File: config.mk
export PLATFORM = sky130hd
export DESIGN_NAME = i2c_master_register_access_unit
export DESIGN_NICKNAME = d
export VERILOG_FILES = /design/src/design/i2cra_pkg.sv /design/src/design/i2cra_in_reg.sv /design/src/design/i2cra_out_reg.sv /design/src/design/i2cra_seq.sv /design/src/design/i2c_master_register_access_unit.sv
export SDC_FILE = /design/constraint.sdc
export NUM_CORES = 1
export LEC_CHECK = 0
export ABC_AREA = 1
export BUFFER_PORTS_ARGS = -buffer_cell sky130_fd_sc_hd__buf_2
export CAP_MARGIN = 30
export CORE_MARGIN = 4
export CORE_UTILIZATION = 55
export DETAILED_ROUTE_END_ITERATION = 8
export PLACE_DENSITY_LB_ADDON = 0.12
export SLEW_MARGIN = 5
export SYNTH_ARGS = -nofsm -noshare
export SYNTH_HDL_FRONTEND = slang
export SYNTH_HIERARCHICAL = 1
export SYNTH_SLANG_ARGS = --single-unit
File: constraint.sdc
create_clock -name clk_i -period 3.2 [get_ports clk_i]
set_input_delay 0.16 -clock clk_i [delete_from_list [all_inputs] [get_ports clk_i]]
set_output_delay 0.16 -clock clk_i [all_outputs]
set_load 0.02 [all_outputs]
File: src/design/i2cra_pkg.sv
// i2cra_pkg: types and constants shared by the i2c register access unit
// no dependencies; used by every module of the block
package i2cra_pkg;

  // depth of the write byte buffer
  localparam int MaxBytes = 16;
  localparam int BufIdxW  = $clog2(MaxBytes);

  // acknowledge poll limit after reset
  localparam logic [15:0] AckPollReset = 16'd250;

  // tick within a bus slot on which the slot ends and sda is sampled
  localparam logic [1:0] TickLast = 2'd2;

  // command codes on the input stream
  typedef enum logic [1:0] {
    OpTick  = 2'd0,
    OpPush  = 2'd1,
    OpStart = 2'd2,
    OpNone  = 2'd3
  } op_e;

  // status codes on the result stream
  typedef enum logic [1:0] {
    StRun      = 2'd0,
    StDone     = 2'd1,
    StAddrNack = 2'd2,
    StReject   = 2'd3
  } status_e;

  // bus sequencer phases
  typedef enum logic [4:0] {
    PhIdle    = 5'd0,
    PhStart   = 5'd1,
    PhTxDev   = 5'd2,
    PhAckDev  = 5'd3,
    PhTxReg   = 5'd4,
    PhAckReg  = 5'd5,
    PhTxData  = 5'd6,
    PhAckData = 5'd7,
    PhRstart  = 5'd8,
    PhTxRdev  = 5'd9,
    PhAckRdev = 5'd10,
    PhRx      = 5'd11,
    PhMack    = 5'd12,
    PhStopOk  = 5'd13,
    PhStopErr = 5'd14
  } phase_e;

  // one input item
  typedef struct packed {
    op_e        op;
    logic       sda_in;
    logic [7:0] dev_addr;
    logic [7:0] reg_addr;
    logic       is_read;
    logic [4:0] length;
    logic [7:0] write_byte;
  } item_t;

  // one result item
  typedef struct packed {
    logic       scl;
    logic       sda_level;
    logic       sda_is_input;
    logic       busy_res;
    logic [7:0] read_byte;
    logic       read_valid;
    logic       read_last;
    status_e    status;
  } result_t;

endpackage

File: src/design/i2cra_in_reg.sv
// i2cra_in_reg: input register stage holding one accepted item
// depends on i2cra_pkg for the item type
module i2cra_in_reg (
  input  logic             clk_i,
  input  logic             rst_ni,
  input  logic             valid_i,
  output logic             ready_o,
  input  i2cra_pkg::item_t item_i,
  output logic             valid_o,
  input  logic             take_i,
  output i2cra_pkg::item_t item_o
);

  logic             valid_q, valid_d;
  i2cra_pkg::item_t item_q;

  // free when empty or when the held item moves on this cycle
  assign ready_o = !valid_q || take_i;
  assign valid_d = (valid_i && ready_o) || (valid_q && !take_i);

  // control
  always_ff @(posedge clk_i or negedge rst_ni) begin
    if (!rst_ni) begin
      valid_q <= 1'b0;
    end else begin
      valid_q <= valid_d;
    end
  end

  // payload
  always_ff @(posedge clk_i) begin
    if (valid_i && ready_o) begin
      item_q <= item_i;
    end
  end

  assign valid_o = valid_q;
  assign item_o  = item_q;

endmodule

File: src/design/i2cra_out_reg.sv
// i2cra_out_reg: result register stage toward the output stream
// depends on i2cra_pkg for the result type
module i2cra_out_reg (
  input  logic               clk_i,
  input  logic               rst_ni,
  input  logic               load_i,
  input  i2cra_pkg::result_t res_i,
  output logic               free_o,
  output logic               valid_o,
  input  logic               ready_i,
  output i2cra_pkg::result_t res_o
);

  logic               valid_q, valid_d;
  i2cra_pkg::result_t res_q;

  // can load when empty or when the held result is taken now
  assign free_o  = !valid_q || ready_i;
  assign valid_d = load_i || (valid_q && !ready_i);

  // control
  always_ff @(posedge clk_i or negedge rst_ni) begin
    if (!rst_ni) begin
      valid_q <= 1'b0;
    end else begin
      valid_q <= valid_d;
    end
  end

  // payload
  always_ff @(posedge clk_i) begin
    if (load_i) begin
      res_q <= res_i;
    end
  end

  assign valid_o = valid_q;
  assign res_o   = res_q;

endmodule

File: src/design/i2cra_seq.sv
// i2cra_seq: bus sequencer state, write buffer and poll limit register
// depends on i2cra_pkg; one item is processed in each cycle that fire_i is high
module i2cra_seq (
  input  logic               clk_i,
  input  logic               rst_ni,
  input  logic               cfg_we_i,
  input  logic [15:0]        cfg_data_i,
  input  logic               fire_i,
  input  i2cra_pkg::item_t   item_i,
  output i2cra_pkg::result_t res_o
);

  localparam int IdxW = i2cra_pkg::BufIdxW;

  i2cra_pkg::phase_e phase_q, phase_d;
  logic [1:0]  tick_q, tick_d;
  logic [3:0]  bit_q, bit_d;
  logic [7:0]  shift_q, shift_d;
  logic [4:0]  byte_q, byte_d;
  logic [15:0] poll_q, poll_d;
  logic [4:0]  fill_q, fill_d;
  logic [7:0]  dev_q, dev_d;
  logic [7:0]  reg_q, reg_d;
  logic        dir_q, dir_d;
  logic [4:0]  len_q, len_d;
  logic        scl_q, scl_d;
  logic        sda_q, sda_d;
  logic        rel_q, rel_d;
  logic [15:0] limit_q;

  logic [7:0]  buf_q [i2cra_pkg::MaxBytes];
  logic        buf_we;

  logic [4:0]    byte_inc;
  logic [3:0]    bit_inc;
  logic [IdxW-1:0] rd_idx;
  logic [7:0]    rd_byte_q;
  logic          last;
  logic [7:0]    got_byte;
  logic          got_valid;
  logic          got_last;
  i2cra_pkg::status_e got_status;

  // acknowledge phase that follows each transmit phase
  function automatic i2cra_pkg::phase_e ack_of(input i2cra_pkg::phase_e ph);
    i2cra_pkg::phase_e r;
    unique case (ph)
      i2cra_pkg::PhTxDev:  r = i2cra_pkg::PhAckDev;
      i2cra_pkg::PhTxReg:  r = i2cra_pkg::PhAckReg;
      i2cra_pkg::PhTxData: r = i2cra_pkg::PhAckData;
      default:             r = i2cra_pkg::PhAckRdev;
    endcase
    return r;
  endfunction

  assign byte_inc = byte_q + 5'd1;
  assign bit_inc  = bit_q + 4'd1;
  assign last     = ({1'b0, byte_q} + 6'd1) >= {1'b0, len_q};

  // buffer read address: first byte after the register ack, else the next byte
  assign rd_idx  = (phase_q == i2cra_pkg::PhAckReg) ? '0 : byte_inc[IdxW-1:0];

  // next state and result for one item
  always_comb begin
    phase_d = phase_q;
    tick_d  = tick_q;
    bit_d   = bit_q;
    shift_d = shift_q;
    byte_d  = byte_q;
    poll_d  = poll_q;
    fill_d  = fill_q;
    dev_d   = dev_q;
    reg_d   = reg_q;
    dir_d   = dir_q;
    len_d   = len_q;
    scl_d   = scl_q;
    sda_d   = sda_q;
    rel_d   = rel_q;
    buf_we  = 1'b0;
    got_byte   = 8'd0;
    got_valid  = 1'b0;
    got_last   = 1'b0;
    got_status = i2cra_pkg::StRun;

    unique case (item_i.op)
      i2cra_pkg::OpTick: begin
        if (phase_q != i2cra_pkg::PhIdle) begin
          // line levels for this tick
          scl_d = (tick_q != 2'd0);
          unique case (phase_q)
            i2cra_pkg::PhStart, i2cra_pkg::PhRstart: begin
              rel_d = 1'b0;
              sda_d = (tick_q != i2cra_pkg::TickLast);
            end
            i2cra_pkg::PhTxDev, i2cra_pkg::PhTxReg,
            i2cra_pkg::PhTxData, i2cra_pkg::PhTxRdev: begin
              rel_d = 1'b0;
              sda_d = shift_q[7];
            end
            i2cra_pkg::PhMack: begin
              rel_d = 1'b0;
              sda_d = last;
            end
            i2cra_pkg::PhStopOk, i2cra_pkg::PhStopErr: begin
              rel_d = 1'b0;
              sda_d = (tick_q == i2cra_pkg::TickLast);
            end
            default: begin
              rel_d = 1'b1;
              sda_d = 1'b1;
            end
          endcase

          if (tick_q != i2cra_pkg::TickLast) begin
            tick_d = tick_q + 2'd1;
          end else begin
            // end of the slot
            tick_d = 2'd0;
            unique case (phase_q)
              i2cra_pkg::PhStart: begin
                phase_d = i2cra_pkg::PhTxDev;
                shift_d = dev_q;
                bit_d   = 4'd0;
              end
              i2cra_pkg::PhRstart: begin
                phase_d = i2cra_pkg::PhTxRdev;
                shift_d = dev_q + 8'd1;
                bit_d   = 4'd0;
              end
              i2cra_pkg::PhTxDev, i2cra_pkg::PhTxReg,
              i2cra_pkg::PhTxData, i2cra_pkg::PhTxRdev: begin
                shift_d = {shift_q[6:0], 1'b0};
                bit_d   = bit_inc;
                if (bit_inc >= 4'd8) begin
                  bit_d   = 4'd0;
                  poll_d  = 16'd0;
                  phase_d = ack_of(phase_q);
                end
              end
              i2cra_pkg::PhAckDev, i2cra_pkg::PhAckReg,
              i2cra_pkg::PhAckData, i2cra_pkg::PhAckRdev: begin
                poll_d = 16'd0;
                if (item_i.sda_in && (poll_q < limit_q)) begin
                  // keep polling at the sample tick
                  poll_d = poll_q + 16'd1;
                  tick_d = i2cra_pkg::TickLast;
                end else if (item_i.sda_in && (phase_q == i2cra_pkg::PhAckDev)) begin
                  phase_d = i2cra_pkg::PhStopErr;
                end else begin
                  // acknowledged, or a later timeout that is passed over
                  unique case (phase_q)
                    i2cra_pkg::PhAckDev: begin
                      phase_d = i2cra_pkg::PhTxReg;
                      shift_d = reg_q;
                      bit_d   = 4'd0;
                    end
                    i2cra_pkg::PhAckReg: begin
                      if (dir_q) begin
                        phase_d = i2cra_pkg::PhRstart;
                      end else if (len_q == 5'd0) begin
                        phase_d = i2cra_pkg::PhStopOk;
                      end else begin
                        phase_d = i2cra_pkg::PhTxData;
                        shift_d = rd_byte_q;
                        bit_d   = 4'd0;
                      end
                    end
                    i2cra_pkg::PhAckData: begin
                      byte_d = byte_inc;
                      if ((byte_inc < len_q) && (byte_inc < 5'(i2cra_pkg::MaxBytes))) begin
                        phase_d = i2cra_pkg::PhTxData;
                        shift_d = rd_byte_q;
                        bit_d   = 4'd0;
                      end else begin
                        phase_d = i2cra_pkg::PhStopOk;
                      end
                    end
                    default: begin
                      if (len_q == 5'd0) begin
                        phase_d = i2cra_pkg::PhStopOk;
                      end else begin
                        phase_d = i2cra_pkg::PhRx;
                        bit_d   = 4'd0;
                        shift_d = 8'd0;
                      end
                    end
                  endcase
                end
              end
              i2cra_pkg::PhRx: begin
                shift_d = {shift_q[6:0], item_i.sda_in};
                bit_d   = bit_inc;
                if (bit_inc >= 4'd8) begin
                  bit_d     = 4'd0;
                  got_byte  = {shift_q[6:0], item_i.sda_in};
                  got_valid = 1'b1;
                  got_last  = last;
                  phase_d   = i2cra_pkg::PhMack;
                end
              end
              i2cra_pkg::PhMack: begin
                byte_d = byte_inc;
                if (byte_inc < len_q) begin
                  phase_d = i2cra_pkg::PhRx;
                  shift_d = 8'd0;
                end else begin
                  phase_d = i2cra_pkg::PhStopOk;
                end
              end
              i2cra_pkg::PhStopOk, i2cra_pkg::PhStopErr: begin
                got_status = (phase_q == i2cra_pkg::PhStopOk) ?
                             i2cra_pkg::StDone : i2cra_pkg::StAddrNack;
                phase_d = i2cra_pkg::PhIdle;
                scl_d   = 1'b1;
                sda_d   = 1'b1;
                rel_d   = 1'b0;
              end
              default: begin
                phase_d = i2cra_pkg::PhIdle;
              end
            endcase
          end
        end
      end
      i2cra_pkg::OpPush: begin
        if ((phase_q == i2cra_pkg::PhIdle) && (fill_q < 5'(i2cra_pkg::MaxBytes))) begin
          buf_we = 1'b1;
          fill_d = fill_q + 5'd1;
        end else begin
          got_status = i2cra_pkg::StReject;
        end
      end
      i2cra_pkg::OpStart: begin
        if ((phase_q != i2cra_pkg::PhIdle) ||
            (item_i.length > 5'(i2cra_pkg::MaxBytes)) ||
            (!item_i.is_read && (item_i.length > fill_q))) begin
          got_status = i2cra_pkg::StReject;
        end else begin
          dev_d = item_i.dev_addr;
          reg_d = item_i.reg_addr;
          dir_d = item_i.is_read;
          len_d = item_i.length;
          if (!item_i.is_read) begin
            fill_d = 5'd0;
          end
          phase_d = i2cra_pkg::PhStart;
          tick_d  = 2'd0;
          bit_d   = 4'd0;
          byte_d  = 5'd0;
          poll_d  = 16'd0;
          shift_d = 8'd0;
        end
      end
      default: begin
      end
    endcase
  end

  // result of this item
  always_comb begin
    res_o.scl          = scl_d;
    res_o.sda_level    = sda_d;
    res_o.sda_is_input = rel_d;
    res_o.busy_res     = (phase_d != i2cra_pkg::PhIdle);
    res_o.read_byte    = got_byte;
    res_o.read_valid   = got_valid;
    res_o.read_last    = got_last;
    res_o.status       = got_status;
  end

  // sequencer state
  always_ff @(posedge clk_i or negedge rst_ni) begin
    if (!rst_ni) begin
      phase_q <= i2cra_pkg::PhIdle;
      tick_q  <= 2'd0;
      bit_q   <= 4'd0;
      shift_q <= 8'd0;
      byte_q  <= 5'd0;
      poll_q  <= 16'd0;
      fill_q  <= 5'd0;
      dev_q   <= 8'd0;
      reg_q   <= 8'd0;
      dir_q   <= 1'b0;
      len_q   <= 5'd0;
      scl_q   <= 1'b1;
      sda_q   <= 1'b1;
      rel_q   <= 1'b0;
    end else if (fire_i) begin
      phase_q <= phase_d;
      tick_q  <= tick_d;
      bit_q   <= bit_d;
      shift_q <= shift_d;
      byte_q  <= byte_d;
      poll_q  <= poll_d;
      fill_q  <= fill_d;
      dev_q   <= dev_d;
      reg_q   <= reg_d;
      dir_q   <= dir_d;
      len_q   <= len_d;
      scl_q   <= scl_d;
      sda_q   <= sda_d;
      rel_q   <= rel_d;
    end
  end

  // acknowledge poll limit register
  always_ff @(posedge clk_i or negedge rst_ni) begin
    if (!rst_ni) begin
      limit_q <= i2cra_pkg::AckPollReset;
    end else if (cfg_we_i) begin
      limit_q <= cfg_data_i;
    end
  end

  // write byte buffer; registered read, the address holds through the whole ack slot
  always_ff @(posedge clk_i) begin
    if (fire_i && buf_we) begin
      buf_q[fill_q[IdxW-1:0]] <= item_i.write_byte;
    end
    rd_byte_q <= buf_q[rd_idx];
  end

endmodule

File: src/design/i2c_master_register_access_unit.sv
// i2c_master_register_access_unit: top level of the i2c register access master
// depends on i2cra_pkg, i2cra_in_reg, i2cra_seq and i2cra_out_reg
//
//   channel   direction  signals                         carries
//   s_axis    in         tvalid tready tdata tuser       commands, ticks, bytes
//   m_axis    out        tvalid tready tdata tlast       line levels and status
//   cfg       in         cfg_valid_i cfg_ready_o data    ack poll limit
//
// one item per cycle while the output is not stalled; each item passes an input
// register, the combinational sequencer logic and a result register, and its result
// is offered on m_axis from the result register.
// reset clears both stages and the sequencer; the poll limit returns to 250.
// a stall on m_axis holds the result register and backs up into s_axis.
// config is always accepted.
module i2c_master_register_access_unit (
  input  logic        clk_i,
  input  logic        rst_ni,
  // input stream
  input  logic        s_axis_tvalid,
  output logic        s_axis_tready,
  // sda_in[0], dev_addr[8:1], reg_addr[16:9], is_read[17], length[22:18],
  // write_byte[30:23], zero[31]
  input  logic [31:0] s_axis_tdata,
  // op[1:0]
  input  logic [1:0]  s_axis_tuser,
  // result stream
  output logic        m_axis_tvalid,
  input  logic        m_axis_tready,
  // scl[0], sda_level[1], sda_is_input[2], busy_res[3], read_byte[11:4],
  // read_valid[12], status[14:13], zero[15]
  output logic [15:0] m_axis_tdata,
  // read_last
  output logic        m_axis_tlast,
  // configuration write
  input  logic        cfg_valid_i,
  output logic        cfg_ready_o,
  input  logic [15:0] cfg_data_i
);

  i2cra_pkg::item_t   in_item;
  i2cra_pkg::item_t   held_item;
  i2cra_pkg::result_t seq_res;
  i2cra_pkg::result_t out_res;
  logic               held_valid;
  logic               out_free;
  logic               fire;

  // unpack the input transfer
  always_comb begin
    in_item.op         = i2cra_pkg::op_e'(s_axis_tuser);
    in_item.sda_in     = s_axis_tdata[0];
    in_item.dev_addr   = s_axis_tdata[8:1];
    in_item.reg_addr   = s_axis_tdata[16:9];
    in_item.is_read    = s_axis_tdata[17];
    in_item.length     = s_axis_tdata[22:18];
    in_item.write_byte = s_axis_tdata[30:23];
  end

  assign fire        = held_valid && out_free;
  assign cfg_ready_o = 1'b1;

  // input register
  i2cra_in_reg u_in_reg (
    .clk_i   (clk_i),
    .rst_ni  (rst_ni),
    .valid_i (s_axis_tvalid),
    .ready_o (s_axis_tready),
    .item_i  (in_item),
    .valid_o (held_valid),
    .take_i  (fire),
    .item_o  (held_item)
  );

  // sequencer
  i2cra_seq u_seq (
    .clk_i      (clk_i),
    .rst_ni     (rst_ni),
    .cfg_we_i   (cfg_valid_i && cfg_ready_o),
    .cfg_data_i (cfg_data_i),
    .fire_i     (fire),
    .item_i     (held_item),
    .res_o      (seq_res)
  );

  // result register
  i2cra_out_reg u_out_reg (
    .clk_i   (clk_i),
    .rst_ni  (rst_ni),
    .load_i  (fire),
    .res_i   (seq_res),
    .free_o  (out_free),
    .valid_o (m_axis_tvalid),
    .ready_i (m_axis_tready),
    .res_o   (out_res)
  );

  // pack the result transfer
  assign m_axis_tdata = {1'b0, out_res.status, out_res.read_valid, out_res.read_byte,
                         out_res.busy_res, out_res.sda_is_input, out_res.sda_level,
                         out_res.scl};
  assign m_axis_tlast = out_res.read_last;

endmodule

==> metrics.txt <==
final hold slack=0.02750 ns; max capacitance violation total=0; Die X=159.1 um; Seq/Total Area, Yosys=61.21%; Syn Std Cell Area=0.01256 mm^2; antenna violations before repair=0; Synth top area share=42.32%; Longest Clk Path Bufs=3; row count=55; initial core utilization=55.64%; crit path max fanout=7; Syn Inst Count=1211; final hold viol count=0; Flop pwr share=42.5%; largest net degree at the start of global routing=75; Synth Register Bits=273; CTS sink cnt=273; Post-Route WL=29000 um; syn avg cell area=10.37 um^2; final non-filler cell area=0.01486 mm^2; Post-CTS Setup Bufs=0; Setup CP Type=reg2reg; multi-input logic area=0.004214 mm^2; H-tree depth=1; status=complete, no violations; global-route usage over all layers=22.94%; Iteration-0 DRC Markers=776; antenna-violating nets left=0; worst rel slew slack=53.69%; fraction of power consumed by the clock network=32.6%; routed length on met1=13010 um; HP Class=in2reg; Worst R2R Start=u_seq/byte_q[0]$_DFFE_PN0P_; chip height=159.1 um; I/O Pins=75; Comb pwr share=24.9%; syn nets=1299; port buffer count=71; final critical-path required period=2.884 ns; critical path launch point type=flip-flop; Int Pwr=0.006922 W; HPWL Detailed=19010 um; CORE AREA=0.02257 mm^2; met2 wire len=13650 um; Worst Setup SP=u_seq/byte_q[0]$_DFFE_PN0P_; ys flop type=edfxtp_1; Sw Share=32.73%; r2r setup slk=0.32 ns; routed len/inst=17.44 um; Synth top cells by count=194 x nand2_1, 180 x nor2_1, 177 x edfxtp_1; Post-synth ARST share=32.23%; Overflow after GRT=0; RSZ-0062 raised after global routing=no; number of global-route vias before repair=8980; Slew @ Worst Pin=0.6939 ns; end of the worst register-to-register path=u_out_reg/res_o[12]$_DFFE_PP_; Setup TNS Final=0 ns; Synth area leader=edfxtp_1; Final Skew=0.02076 ns; PwrDens=692.7 mW/mm^2; WP data arrival=3.19 ns; Worst Path Required=3.51 ns; Pleak=6.145 nW; critical path endpoint category=flip-flop; Yosys cell types=52; final worst path period share=90.12%; fillers=1784; Max Clock Freq=346.8 MHz; Slew Limit Fails=0; Die Area=0.02531 mm^2; first-pass GRT wire length=47390 um; cts bufs inserted=29; peak supply drop=0.5202 mV; capture point of the worst path=u_out_reg/res_o[12]$_DFFE_PP_; DRC errors left=0; # setup viols final=0; DR vias/cell=5.559; Routability Congestion=0.9253; top post-synthesis cells by area=edfxtp_1 42%, dfrtp_1 16%, nand2_1 5.8%, nor2_1 5.4%, ha_1 3.3%; diodes inserted=0; Synth-to-Final Area Change=18.29%; highest metal used=met4; DR WL met3=1735 um; most common cell in the netlist=nand2_1; P_sw=0.003368 W; CTS tree=done; Post-synth EDFFs=177; root buffer cell=clkbuf_16; clock transition at the registers of the reported paths=0.06 ns; layout cells sized above 1=15.89%; first-pass detailed-route iteration total=5; clock latency on the worst-skew pair=0.56 ns; routed vias=9244; synth warn=6; nets@finish=1443; area post-placement=0.01331 mm^2; reg2reg path depth=16; flip-flop and latch area=0.007687 mm^2
## how the worst min path moves through the flow
stage,startpoint,end,cells after the start
6_report,cfg_valid_i,u_seq/limit_q[6]$_DFFE_PN1P_,3
3_5_place_dp,s_axis_tdata[15],u_in_reg/item_o[20]$_DFFE_PP_,1
3_3_place_gp,s_axis_tdata[15],u_in_reg/item_o[20]$_DFFE_PP_,1
2_1_floorplan,rst_ni,u_in_reg/valid_o$_DFF_PN0_,0
5_1_grt,cfg_valid_i,u_seq/limit_q[7]$_DFFE_PN1P_,3
4_1_cts,cfg_valid_i,u_seq/limit_q[6]$_DFFE_PN1P_,3
## layout by cell type, fill, tap and decap left out, types with 8 or more instances in the layout
cell,Yosys,final
inv_1,108,108
inv_2,8,8
ha_1,33,33
o22ai_1,12,12
o21ai_2,10,10
buf_2,13,70
nand3_1,63,63
edfxtp_1,177,177
a21oi_1,48,47
dlygate4sd3_1,0,53
dfrtp_1,80,80
o221ai_1,33,33
nor3_1,56,56
nand4_1,12,12
xor2_1,8,8
dfstp_2,8,8
nor2_1,180,178
dfxtp_1,8,8
o21ai_0,46,46
nand2_1,194,194
clkbuf_16,0,30
buf_4,7,31
mux2_2,10,10
## flip-flops by register name, summed over array words and instances, names as in the netlist
name,count
u_seq/fill_q,5
u_seq/shift_q,8
u_seq/buf_q,128
u_seq/len_q,5
u_seq/reg_q,8
u_seq/sda_q,1
u_seq/dev_q,8
u_seq/byte_q,5
u_seq/limit_q,16
u_seq/dir_q,1
u_out_reg/valid_o,1
u_seq/phase_q,5
u_seq/tick_q,2
u_seq/scl_q,1
u_seq/rel_q,1
u_in_reg/item_o,33
u_in_reg/valid_o,1
u_out_reg/res_o,16
u_seq/bit_q,4
u_seq/rd_byte_q,8
u_seq/poll_q,16
## routing by layer
metal | GRT usage (%) | vias up
li1 | - | 4505
met1 | 33.02 | 4422
met2 | 37.45 | 275
met3 | 3.495 | 42
met4 | 5.207 | 0
met5 | 0 | -
## layout make-up
cell class / count / area share (%)
clock buffers: 39 / 5.550
well taps: 285 / 2.400
flip-flops and latches: 273 / 51.75
clock inverters: 15 / 0.9939
inverters: 117 / 2.990
repair buffers: 157 / 7.951
multi-input cells: 777 / 28.37
## logic make-up (layout without fill, tap and decap cells)
family	count (synthesis)	count (layout)	synth area share, %
simple gates	533	533	18.42
flops	273	273	61.21
compound gates	189	189	9.963
buf+inv	161	328	5.460
fa+ha+maj	33	33	3.288
xor+xnor	10	10	0.6975
mux	10	10	0.8967
other cells	2	2	0.05980
## critical path: stages, from the launching register on
cell and delay [ns]:
dfrtp_1 0.46, ha_1 0.28, nand3_1 0.11, nand2_1 0.06, nand2_1 0.11, inv_1 0.07, ha_1 0.30, nand2_1 0.08
o21bai_1 0.21, nand2_1 0.13, nor2_1 0.07, nor4_1 0.36, nand3_1 0.13, nand2_1 0.08, nand2_1 0.06, nor2_1 0.08
nand2_1 0.05
## power groups by stage
stage / sequential (W) / clock, W / combinational [W]
final: 0.00437 / 0.00336 / 0.00256
after detailed placement: 0.00443 / 0 / 0.00250
after floorplan: 0.00436 / 0 / 0.00173
after global placement: 0.00443 / 0 / 0.00246
after CTS: 0.00437 / 0.00341 / 0.00255
after global routing: 0.00441 / 0.00360 / 0.00284
## per-stage QoR
step	instances	power [W]	setup slack [ns]	util, %
after floorplan	1211	0.006088	0.01915	-
after global placement	1555	0.006891	0.3769	58.97
after detailed placement	1555	0.006927	0.2920	58.97
after CTS	1661	0.01032	0.2519	65.58
after global routing	1663	0.01086	0.03083	65.81
final	1663	0.01029	0.3161	65.81
## what timing repair did
| item | in CTS | in global routing |
|---|---|---|
| hold buffers | 52 | 1 |
| resized for setup | 0 | 3 |
| setup endpoints to repair | 0 | 7 |
| hold endpoints to repair | 116 | 5 |
(Power assumes the default switching activity.)
